### config.mk
export PLATFORM = sky130hd
export DESIGN_NAME = one_wire_bus_master
export DESIGN_NICKNAME = d
export VERILOG_FILES = /design/src/rtl/core/owm_pkg.sv /design/src/rtl/core/one_wire_bus_master.sv /design/src/rtl/core/owm_cfg_regs.sv /design/src/rtl/core/owm_seq.sv
export SDC_FILE = /design/constraint.sdc
export NUM_CORES = 1
export LEC_CHECK = 0
export BUFFER_PORTS_ARGS = -buffer_cell sky130_fd_sc_hd__buf_2
export CAP_MARGIN = 40
export CORE_MARGIN = 4
export CORE_UTILIZATION = 45
export DETAILED_ROUTE_END_ITERATION = 7
export GPL_TIMING_DRIVEN = 1
export SYNTH_ARGS = -nofsm -noshare
export SYNTH_HDL_FRONTEND = slang
export SYNTH_HIERARCHICAL = 1
export SYNTH_SLANG_ARGS = --single-unit
### constraint.sdc
create_clock -name clk_i -period 5.8 [get_ports clk_i]
set_input_delay 1.16 -clock clk_i [delete_from_list [all_inputs] [get_ports clk_i]]
set_output_delay 1.16 -clock clk_i [all_outputs]
set_load 0.005 [all_outputs]
### src/rtl/core/owm_pkg.sv
`default_nettype none

package owm_pkg;

  localparam int unsigned TickW     = 10;
  localparam int unsigned ByteW     = 8;
  localparam int unsigned BitIdxW   = 3;
  localparam int unsigned CfgIdxW   = 3;
  localparam int unsigned InDataW   = 16;
  localparam int unsigned OutDataW  = 16;

  // Register reset values, in ticks
  localparam logic [TickW-1:0] ResetLowRst        = 10'd480;
  localparam logic [TickW-1:0] PresenceWaitRst    = 10'd70;
  localparam logic [TickW-1:0] ResetRecoverRst    = 10'd410;
  localparam logic [TickW-1:0] Write0LowRst       = 10'd60;
  localparam logic [TickW-1:0] Write0RecoverRst   = 10'd10;
  localparam logic [TickW-1:0] ShortLowRst        = 10'd6;
  localparam logic [TickW-1:0] Write1RecoverRst   = 10'd64;
  localparam logic [TickW-1:0] ReadSampleWaitRst  = 10'd9;

  // Fixed release time after a read sample
  localparam logic [TickW-1:0] ReadRecoverUs      = 10'd55;

  typedef enum logic [1:0] {
    OpTick  = 2'd0,
    OpReset = 2'd1,
    OpWrite = 2'd2,
    OpRead  = 2'd3
  } opcode_e;

  typedef enum logic [CfgIdxW-1:0] {
    CfgResetLow       = 3'd0,
    CfgPresenceWait   = 3'd1,
    CfgResetRecover   = 3'd2,
    CfgWrite0Low      = 3'd3,
    CfgWrite0Recover  = 3'd4,
    CfgShortLow       = 3'd5,
    CfgWrite1Recover  = 3'd6,
    CfgReadSampleWait = 3'd7
  } cfg_idx_e;

  typedef struct packed {
    logic [TickW-1:0] reset_low_us;
    logic [TickW-1:0] presence_wait_us;
    logic [TickW-1:0] reset_recover_us;
    logic [TickW-1:0] write0_low_us;
    logic [TickW-1:0] write0_recover_us;
    logic [TickW-1:0] short_low_us;
    logic [TickW-1:0] write1_recover_us;
    logic [TickW-1:0] read_sample_wait_us;
  } cfg_t;

  typedef struct packed {
    logic             bus_level;
    logic [ByteW-1:0] data_byte;
    logic [1:0]       opcode;
  } in_t;

  typedef struct packed {
    logic             rejected;
    logic [ByteW-1:0] read_byte;
    logic             presence;
    logic             done_res;
    logic             busy_res;
    logic             drive_low;
  } out_t;

endpackage

`default_nettype wire

### src/rtl/core/one_wire_bus_master.sv
// 1-Wire bus master, standard speed.
// s_axis: one item per microsecond tick. tdata carries the opcode (tick only,
// reset with presence detect, write byte, read byte), the byte to write and the
// sampled line level. A command is taken only when the bus is idle; a command
// that arrives while one runs is dropped and flagged as rejected.
// m_axis: exactly one result item per input item, in order: drive_low for the
// line driver, busy, done on the last tick of a command, the presence flag,
// the last read byte and the reject flag.
// cfg: eight 10-bit tick counts, written at any edge with cfg_we_i high; write
// them only while no command runs. A zero count acts as one tick.
// Each item passes the input register, then the result register, which presents
// its result. Throughput: one item per cycle while m_axis_tready stays high;
// the sequencer state advances in a single pass per item.
// When the m_axis receiver stalls, the result register holds its item and the
// input register absorbs one more; then s_axis_tready drops until space frees.
// Reset empties both registers, clears the sequencer (bus idle, flags and read byte
// zero) and loads the standard timing values.
`default_nettype none

module one_wire_bus_master (
  input  wire logic                           clk_i,
  input  wire logic                           rst_ni,
  input  wire logic                           s_axis_tvalid,
  output      logic                           s_axis_tready,
  // [1:0] opcode, [9:2] data_byte, [10] bus_level, [15:11] zero
  input  wire logic [owm_pkg::InDataW-1:0]    s_axis_tdata,
  output      logic                           m_axis_tvalid,
  input  wire logic                           m_axis_tready,
  // [0] drive_low, [1] busy_res, [2] done_res, [3] presence, [11:4] read_byte,
  // [12] rejected, [15:13] zero
  output      logic [owm_pkg::OutDataW-1:0]   m_axis_tdata,
  input  wire logic                           cfg_we_i,
  input  wire logic [owm_pkg::CfgIdxW-1:0]    cfg_idx_i,
  input  wire logic [owm_pkg::TickW-1:0]      cfg_wdata_i
);
  import owm_pkg::*;

  cfg_t  cfg;
  in_t   in_q;
  logic  in_valid_q;
  out_t  res;
  out_t  out_q;
  logic  out_valid_q;
  logic  adv;
  logic  step;

  assign adv           = !out_valid_q || m_axis_tready;
  assign step          = in_valid_q && adv;
  assign s_axis_tready = !in_valid_q || adv;

  always_ff @(posedge clk_i or negedge rst_ni) begin
    if (!rst_ni) begin
      in_valid_q  <= 1'b0;
      out_valid_q <= 1'b0;
    end else begin
      if (s_axis_tready) begin
        in_valid_q <= s_axis_tvalid;
      end
      if (adv) begin
        out_valid_q <= in_valid_q;
      end
    end
  end

  // payload registers
  always_ff @(posedge clk_i) begin
    if (s_axis_tready && s_axis_tvalid) begin
      in_q <= in_t'(s_axis_tdata[$bits(in_t)-1:0]);
    end
    if (step) begin
      out_q <= res;
    end
  end

  owm_cfg_regs u_cfg (
    .clk_i       (clk_i),
    .rst_ni      (rst_ni),
    .cfg_we_i    (cfg_we_i),
    .cfg_idx_i   (cfg_idx_i),
    .cfg_wdata_i (cfg_wdata_i),
    .cfg_o       (cfg)
  );

  owm_seq u_seq (
    .clk_i  (clk_i),
    .rst_ni (rst_ni),
    .step_i (step),
    .in_i   (in_q),
    .cfg_i  (cfg),
    .res_o  (res)
  );

  assign m_axis_tvalid = out_valid_q;
  assign m_axis_tdata  = {(OutDataW - $bits(out_t))'(0), out_q};

endmodule

`default_nettype wire

### src/rtl/core/owm_cfg_regs.sv
`default_nettype none

module owm_cfg_regs (
  input  wire logic                         clk_i,
  input  wire logic                         rst_ni,
  input  wire logic                         cfg_we_i,
  input  wire logic [owm_pkg::CfgIdxW-1:0]  cfg_idx_i,
  input  wire logic [owm_pkg::TickW-1:0]    cfg_wdata_i,
  output owm_pkg::cfg_t                     cfg_o
);
  import owm_pkg::*;

  cfg_t cfg_q;

  always_ff @(posedge clk_i or negedge rst_ni) begin
    if (!rst_ni) begin
      cfg_q.reset_low_us        <= ResetLowRst;
      cfg_q.presence_wait_us    <= PresenceWaitRst;
      cfg_q.reset_recover_us    <= ResetRecoverRst;
      cfg_q.write0_low_us       <= Write0LowRst;
      cfg_q.write0_recover_us   <= Write0RecoverRst;
      cfg_q.short_low_us        <= ShortLowRst;
      cfg_q.write1_recover_us   <= Write1RecoverRst;
      cfg_q.read_sample_wait_us <= ReadSampleWaitRst;
    end else if (cfg_we_i) begin
      unique case (cfg_idx_e'(cfg_idx_i))
        CfgResetLow:       cfg_q.reset_low_us        <= cfg_wdata_i;
        CfgPresenceWait:   cfg_q.presence_wait_us    <= cfg_wdata_i;
        CfgResetRecover:   cfg_q.reset_recover_us    <= cfg_wdata_i;
        CfgWrite0Low:      cfg_q.write0_low_us       <= cfg_wdata_i;
        CfgWrite0Recover:  cfg_q.write0_recover_us   <= cfg_wdata_i;
        CfgShortLow:       cfg_q.short_low_us        <= cfg_wdata_i;
        CfgWrite1Recover:  cfg_q.write1_recover_us   <= cfg_wdata_i;
        CfgReadSampleWait: cfg_q.read_sample_wait_us <= cfg_wdata_i;
        default:           cfg_q.reset_low_us        <= cfg_q.reset_low_us;
      endcase
    end
  end

  assign cfg_o = cfg_q;

endmodule

`default_nettype wire

### src/rtl/core/owm_seq.sv
`default_nettype none

module owm_seq (
  input  wire logic          clk_i,
  input  wire logic          rst_ni,
  input  wire logic          step_i,
  input  wire owm_pkg::in_t  in_i,
  input  wire owm_pkg::cfg_t cfg_i,
  output owm_pkg::out_t      res_o
);
  import owm_pkg::*;

  typedef enum logic [2:0] {
    PhIdle    = 3'd0,
    PhRstLow  = 3'd1,
    PhRstWait = 3'd2,
    PhRstRec  = 3'd3,
    PhSlotLow = 3'd4,
    PhSlotRel = 3'd5,
    PhReadRec = 3'd6
  } phase_e;

  phase_e             phase_q, phase_d;
  logic [TickW-1:0]   ticks_q, ticks_d;
  logic [BitIdxW-1:0] bit_q, bit_d;
  opcode_e            kind_q, kind_d;
  logic [ByteW-1:0]   shift_q, shift_d;
  logic               pres_q, pres_d;
  logic [ByteW-1:0]   rbyte_q, rbyte_d;
  logic [TickW-1:0]   len;
  logic               cur_bit;
  logic               drive, busy, done, rej;

  function automatic logic [TickW-1:0] at_least_one(input logic [TickW-1:0] v);
    return (v == '0) ? TickW'(1) : v;
  endfunction

  always_comb begin
    phase_d = phase_q;
    ticks_d = ticks_q;
    bit_d   = bit_q;
    kind_d  = kind_q;
    shift_d = shift_q;
    pres_d  = pres_q;
    rbyte_d = rbyte_q;
    drive   = 1'b0;
    busy    = 1'b0;
    done    = 1'b0;
    rej     = 1'b0;
    len     = TickW'(1);
    cur_bit = 1'b0;

    // start a command on an idle bus; the start tick is the first tick of its first phase
    if (phase_q == PhIdle) begin
      if (opcode_e'(in_i.opcode) != OpTick) begin
        kind_d  = opcode_e'(in_i.opcode);
        ticks_d = '0;
        bit_d   = '0;
        if (opcode_e'(in_i.opcode) == OpReset) begin
          phase_d = PhRstLow;
        end else begin
          phase_d = PhSlotLow;
          shift_d = (opcode_e'(in_i.opcode) == OpWrite) ? in_i.data_byte : '0;
        end
      end
    end else if (opcode_e'(in_i.opcode) != OpTick) begin
      rej = 1'b1;
    end

    cur_bit = shift_d[bit_d];
    unique case (phase_d)
      PhRstLow:  len = at_least_one(cfg_i.reset_low_us);
      PhRstWait: len = at_least_one(cfg_i.presence_wait_us);
      PhRstRec:  len = at_least_one(cfg_i.reset_recover_us);
      PhSlotLow: len = (kind_d == OpWrite && !cur_bit) ? at_least_one(cfg_i.write0_low_us)
                                                       : at_least_one(cfg_i.short_low_us);
      PhSlotRel: begin
        if (kind_d == OpRead) begin
          len = at_least_one(cfg_i.read_sample_wait_us);
        end else begin
          len = cur_bit ? at_least_one(cfg_i.write1_recover_us)
                        : at_least_one(cfg_i.write0_recover_us);
        end
      end
      PhReadRec: len = ReadRecoverUs;
      default:   len = TickW'(1);
    endcase

    if (phase_d != PhIdle) begin
      busy  = 1'b1;
      drive = (phase_d == PhRstLow) || (phase_d == PhSlotLow);
      if ({1'b0, ticks_d} + (TickW+1)'(1) >= {1'b0, len}) begin
        ticks_d = '0;
        unique case (phase_d)
          PhRstLow:  phase_d = PhRstWait;
          PhRstWait: begin
            pres_d  = !in_i.bus_level;
            phase_d = PhRstRec;
          end
          PhRstRec: begin
            phase_d = PhIdle;
            done    = 1'b1;
          end
          PhSlotLow: phase_d = PhSlotRel;
          PhSlotRel, PhReadRec: begin
            if (phase_d == PhSlotRel && kind_d == OpRead) begin
              shift_d[bit_d] = shift_d[bit_d] | in_i.bus_level;
              phase_d        = PhReadRec;
            end else if (bit_d == BitIdxW'(ByteW-1)) begin
              // last slot of the byte
              if (kind_d == OpRead) begin
                rbyte_d = shift_d;
              end
              phase_d = PhIdle;
              bit_d   = '0;
              done    = 1'b1;
            end else begin
              bit_d   = bit_d + BitIdxW'(1);
              phase_d = PhSlotLow;
            end
          end
          default: begin
            phase_d = PhIdle;
            done    = 1'b1;
          end
        endcase
      end else begin
        ticks_d = ticks_d + TickW'(1);
      end
    end
  end

  always_ff @(posedge clk_i or negedge rst_ni) begin
    if (!rst_ni) begin
      phase_q <= PhIdle;
      ticks_q <= '0;
      bit_q   <= '0;
      kind_q  <= OpTick;
      shift_q <= '0;
      pres_q  <= 1'b0;
      rbyte_q <= '0;
    end else if (step_i) begin
      phase_q <= phase_d;
      ticks_q <= ticks_d;
      bit_q   <= bit_d;
      kind_q  <= kind_d;
      shift_q <= shift_d;
      pres_q  <= pres_d;
      rbyte_q <= rbyte_d;
    end
  end

  assign res_o.drive_low = drive;
  assign res_o.busy_res  = busy;
  assign res_o.done_res  = done;
  assign res_o.presence  = pres_d;
  assign res_o.read_byte = rbyte_d;
  assign res_o.rejected  = rej;

  a_done_goes_idle: assert property (@(posedge clk_i) disable iff (!rst_ni)
    step_i && done |=> phase_q == PhIdle)
    else $error("completed command left the sequencer busy");

  a_rej_needs_busy: assert property (@(posedge clk_i) disable iff (!rst_ni)
    rej |-> busy && phase_q != PhIdle)
    else $error("command rejected on an idle bus");

  a_bit_zero_outside_slots: assert property (@(posedge clk_i) disable iff (!rst_ni)
    (phase_q == PhIdle || phase_q == PhRstLow || phase_q == PhRstWait ||
     phase_q == PhRstRec) |-> bit_q == '0)
    else $error("bit index left nonzero outside byte slots");

  a_idle_holds: assert property (@(posedge clk_i) disable iff (!rst_ni)
    !step_i |=> $stable(phase_q) && $stable(ticks_q) && $stable(rbyte_q))
    else $error("sequencer state moved without an item");

endmodule

`default_nettype wire
==> flow_summary.toml <==
[logic_synthesis]
synth_cells = 698
synth_edf_count = 24
synth_area_leaders = "dfrtp_1, edfxtp_1, mux2_2, dfstp_2, mux2_4"
synth_top_area_frac = 0.3039
netlist_area_mm2 = 0.007741
yosysTopAreaCell = "dfrtp_1"
synth_seq_area_share = 0.4750
synth_async_sr_flop_share = 0.8298
synth_seq_cells = 141
avgSynthCellArea_um2 = 11.09
ys.flop_type = "dfrtp_1"
yosysWarningCount = 6
ys_types = 75

[route]
vias_per_cell = 5.886
wl_per_cell_um = 19.98
drc = 0
totalWireLength_mm = 19.33
first_pass_iters = 6
drt_iter0_drc = 488
vias = 5692
drtAntennaViolNets = 0

[place]
gp_congestion = 0.8885
dp_hpwl_mm = 13.92
numPortBuffers = 43
dpl.cell_count = 935

[clocking]
postCtsHoldBufs = 0
cts_buffers = 17
cts_tree = "done"
cts.sinks = 141
clock_latency_ns = 0.43
cts-htree-levels = 4
cts_buffer_depth = 2
clk_pin_slew_ns = 0.06
root_buffer = "clkbuf_16"
cts_resized = 0
cts_setup_buffers = 0

[global_routing]
antenna_found_initial = 0
grt.overflow.total = 0
grt_max_degree = 50
grt_pass1_vias = 5623
grt_first_pass_wirelength_mm = 31.22
grt_usage = 0.2025

[sta]
slew_headroom = 0.3796
max_freq_mhz = 198.7
rsz0062_at_grt = "false"
setup_tns_ns = 0
hold_viol = 0
clock_skew_ns = 0.008805
period_share = 0.8679
setup_violations = 0
tightest_slew_ns = 0.9244
finalCriticalPeriod_ns = 5.034
finalMaxSlewViolations = 0

[setup_path]
cp_max_fo = 20
cp.required_ns = 6.11
cp-end-kind = "flip-flop"
regToRegSetupSlack_ns = 0.77
path_class = "reg2reg"
crit_arrival_ns = 5.34
crit_path_start_kind = "flip-flop"

[final_layout]
diodes = 0
final_cells = 967
drive_gt1_frac = 0.3012
fill_cells = 1513
syn2layout_area_growth_pct = 13.40
fin_nets = 781

[floorplanning]
ios = 52
rows = 47
die_height_um = 139.2
design.die.area_mm2 = 0.01937
core-area_mm2 = 0.01670
start_util = 0.4635
die_w_um = 139.2

[outcome]
status = "completed"

[pwr]
max-vdd-ir-drop_uv = 337.8
cellPowerDensity_mw_per_mm2 = 469.8
leakage_nw = 3.662

[min_path]
hold_class = "reg2reg"

[job]
max_cap_violations = 0
flip-flops by register name (all words and copies together) (netlist names):
register,flops
in_q,11
in_valid_q,1
m_axis_tdata,13
m_axis_tvalid,1
u_cfg/cfg_o,80
u_seq/bit_q,3
u_seq/kind_q,2
u_seq/phase_q,3
u_seq/pres_q,1
u_seq/rbyte_q,8
u_seq/shift_q,8
u_seq/ticks_q,10
where the power goes:
| group | switching, W | internal [W] | total [W] |
|---|---|---|---|
| sequential | 0.000185 | 0.00124 | 0.00143 |
| clock | 0.000438 | 0.000769 | 0.00121 |
| combinational | 0.000869 | 0.000623 | 0.00149 |
| total | 0.00149 | 0.00263 | 0.00412 |
worst max-delay path, cell delays in order, from the launching register on:
cell      delay (ns)
dfrtp_1         0.42
buf_4           0.23
or4b_1          0.78
nor3_1          0.26
or4_4           0.16
and4bb_4        0.48
mux2i_1         0.31
nor2_1          0.07
a211oi_1        0.37
ha_1            0.24
o21ai_0         0.08
o21ai_0         0.16
a21oi_1         0.06
o21ai_1         0.31
buf_4           0.29
and3_1          0.25
o21ai_0         0.16
a22o_1          0.26
synthesized netlist by cell type, types with 4 or more instances:
| cell | instances |
|---|---|
| a22oi_1 | 4 |
| mux2_2 | 57 |
| dfrtp_1 | 94 |
| a21oi_1 | 23 |
| mux2i_1 | 18 |
| and2_1 | 9 |
| ha_1 | 13 |
| nor2b_1 | 8 |
| buf_1 | 4 |
| o21ai_0 | 34 |
| nand2_1 | 70 |
| edfxtp_1 | 24 |
| nor3_2 | 4 |
| nor3b_1 | 7 |
| o211ai_1 | 5 |
| o21ai_1 | 4 |
| a22o_1 | 4 |
| nor4b_2 | 4 |
| inv_1 | 6 |
| mux2_4 | 30 |
| nor3_1 | 13 |
| nand3_1 | 28 |
| buf_4 | 9 |
| buf_6 | 7 |
| o41ai_1 | 6 |
| a211oi_1 | 6 |
| buf_2 | 10 |
| dfstp_2 | 23 |
| a222oi_1 | 7 |
| a311oi_1 | 5 |
| o21a_1 | 6 |
| a31oi_1 | 4 |
| clkbuf_1 | 16 |
| nand2b_1 | 11 |
| nor4_1 | 11 |
| nor2_1 | 54 |
| xnor2_1 | 5 |
layout make-up:
type | count | area, um2 | share of cell area
Timing Repair Buffer | 61 | 362.8 | 0.04133
Sequential cell | 141 | 3677 | 0.4189
Tap cell | 220 | 275.3 | 0.03136
Clock inverter | 10 | 143.9 | 0.01639
Inverter | 6 | 22.52 | 0.002566
Clock buffer | 22 | 518.0 | 0.05901
Multi-Input combinational cell | 507 | 3779 | 0.4304
metrics by stage:
stage / util / cell area, um2 / hold slack, ns / worst slack, ns / total power, W
finish: 0.5256 / 8778 / 0.4776 / 0.7662 / 0.004124
global route: 0.5256 / 8778 / 0.5224 / 0.3222 / 0.004368
CTS: 0.5256 / 8778 / 0.4832 / 0.7550 / 0.004139
detailed placement: 0.4860 / 8117 / 0.4699 / 0.7708 / 0.002917
global placement: 0.4840 / 8084 / 0.4614 / 0.8098 / 0.002872
floorplan: - / 7749 / 0.4497 / 1.660 / 0.002492
cell usage in the layout, fill, tap and decap left out, types with 8 or more instances in the layout:
master	instances
clkbuf_16	20
and2_1	8
buf_4	17
nand2_1	70
nand2b_1	11
mux2_4	30
dfstp_2	23
mux2_2	57
nor2_1	54
nor2b_1	8
a21oi_1	23
nor4_1	11
ha_1	13
nor3_1	13
nand3_1	28
mux2i_1	18
buf_2	43
dfrtp_1	94
o21ai_0	34
edfxtp_1	24
layer usage:
metal,share of wire,global-route usage,up-vias
met3,0.042,0.04069,24
met4,0.016,0.06540,0
met5,0,0,-
met1,0.44,0.2641,2875
li1,-,-,2644
met2,0.50,0.3403,149
worst paths after layout:
check / start / end / cells after the start
min in group asynchronous: rst_ni / u_seq/rbyte_q[7] / 1
worst max register to register: u_seq/phase_q[0] / u_seq/bit_q[0] / 17
worst max-delay path: u_seq/phase_q[0] / u_seq/bit_q[0] / 17
worst min register to register: u_seq/rbyte_q[5] / u_seq/rbyte_q[5] / 2
max in group asynchronous: rst_ni / u_cfg/cfg_o[23] / 2
worst min-delay path: u_seq/rbyte_q[5] / u_seq/rbyte_q[5] / 2
cells by family (layout without fill, tap and decap cells):
group                      after synthesis  after routing  share of synthesized area
DFF                                    141            141                     0.4750
muxes                                  105            105                     0.1644
buffers and inverters                   52             99                    0.03798
xor gates and xnor gates                 8              8                   0.009052
AOI/OAI and AO/OA                      132            132                     0.1190
other                                    1              3                  0.0004844
and+or+nand+nor                        246            246                     0.1731
adders and majority gates               13             13                    0.02101
Note: power is estimated with default switching activity, not from simulation.
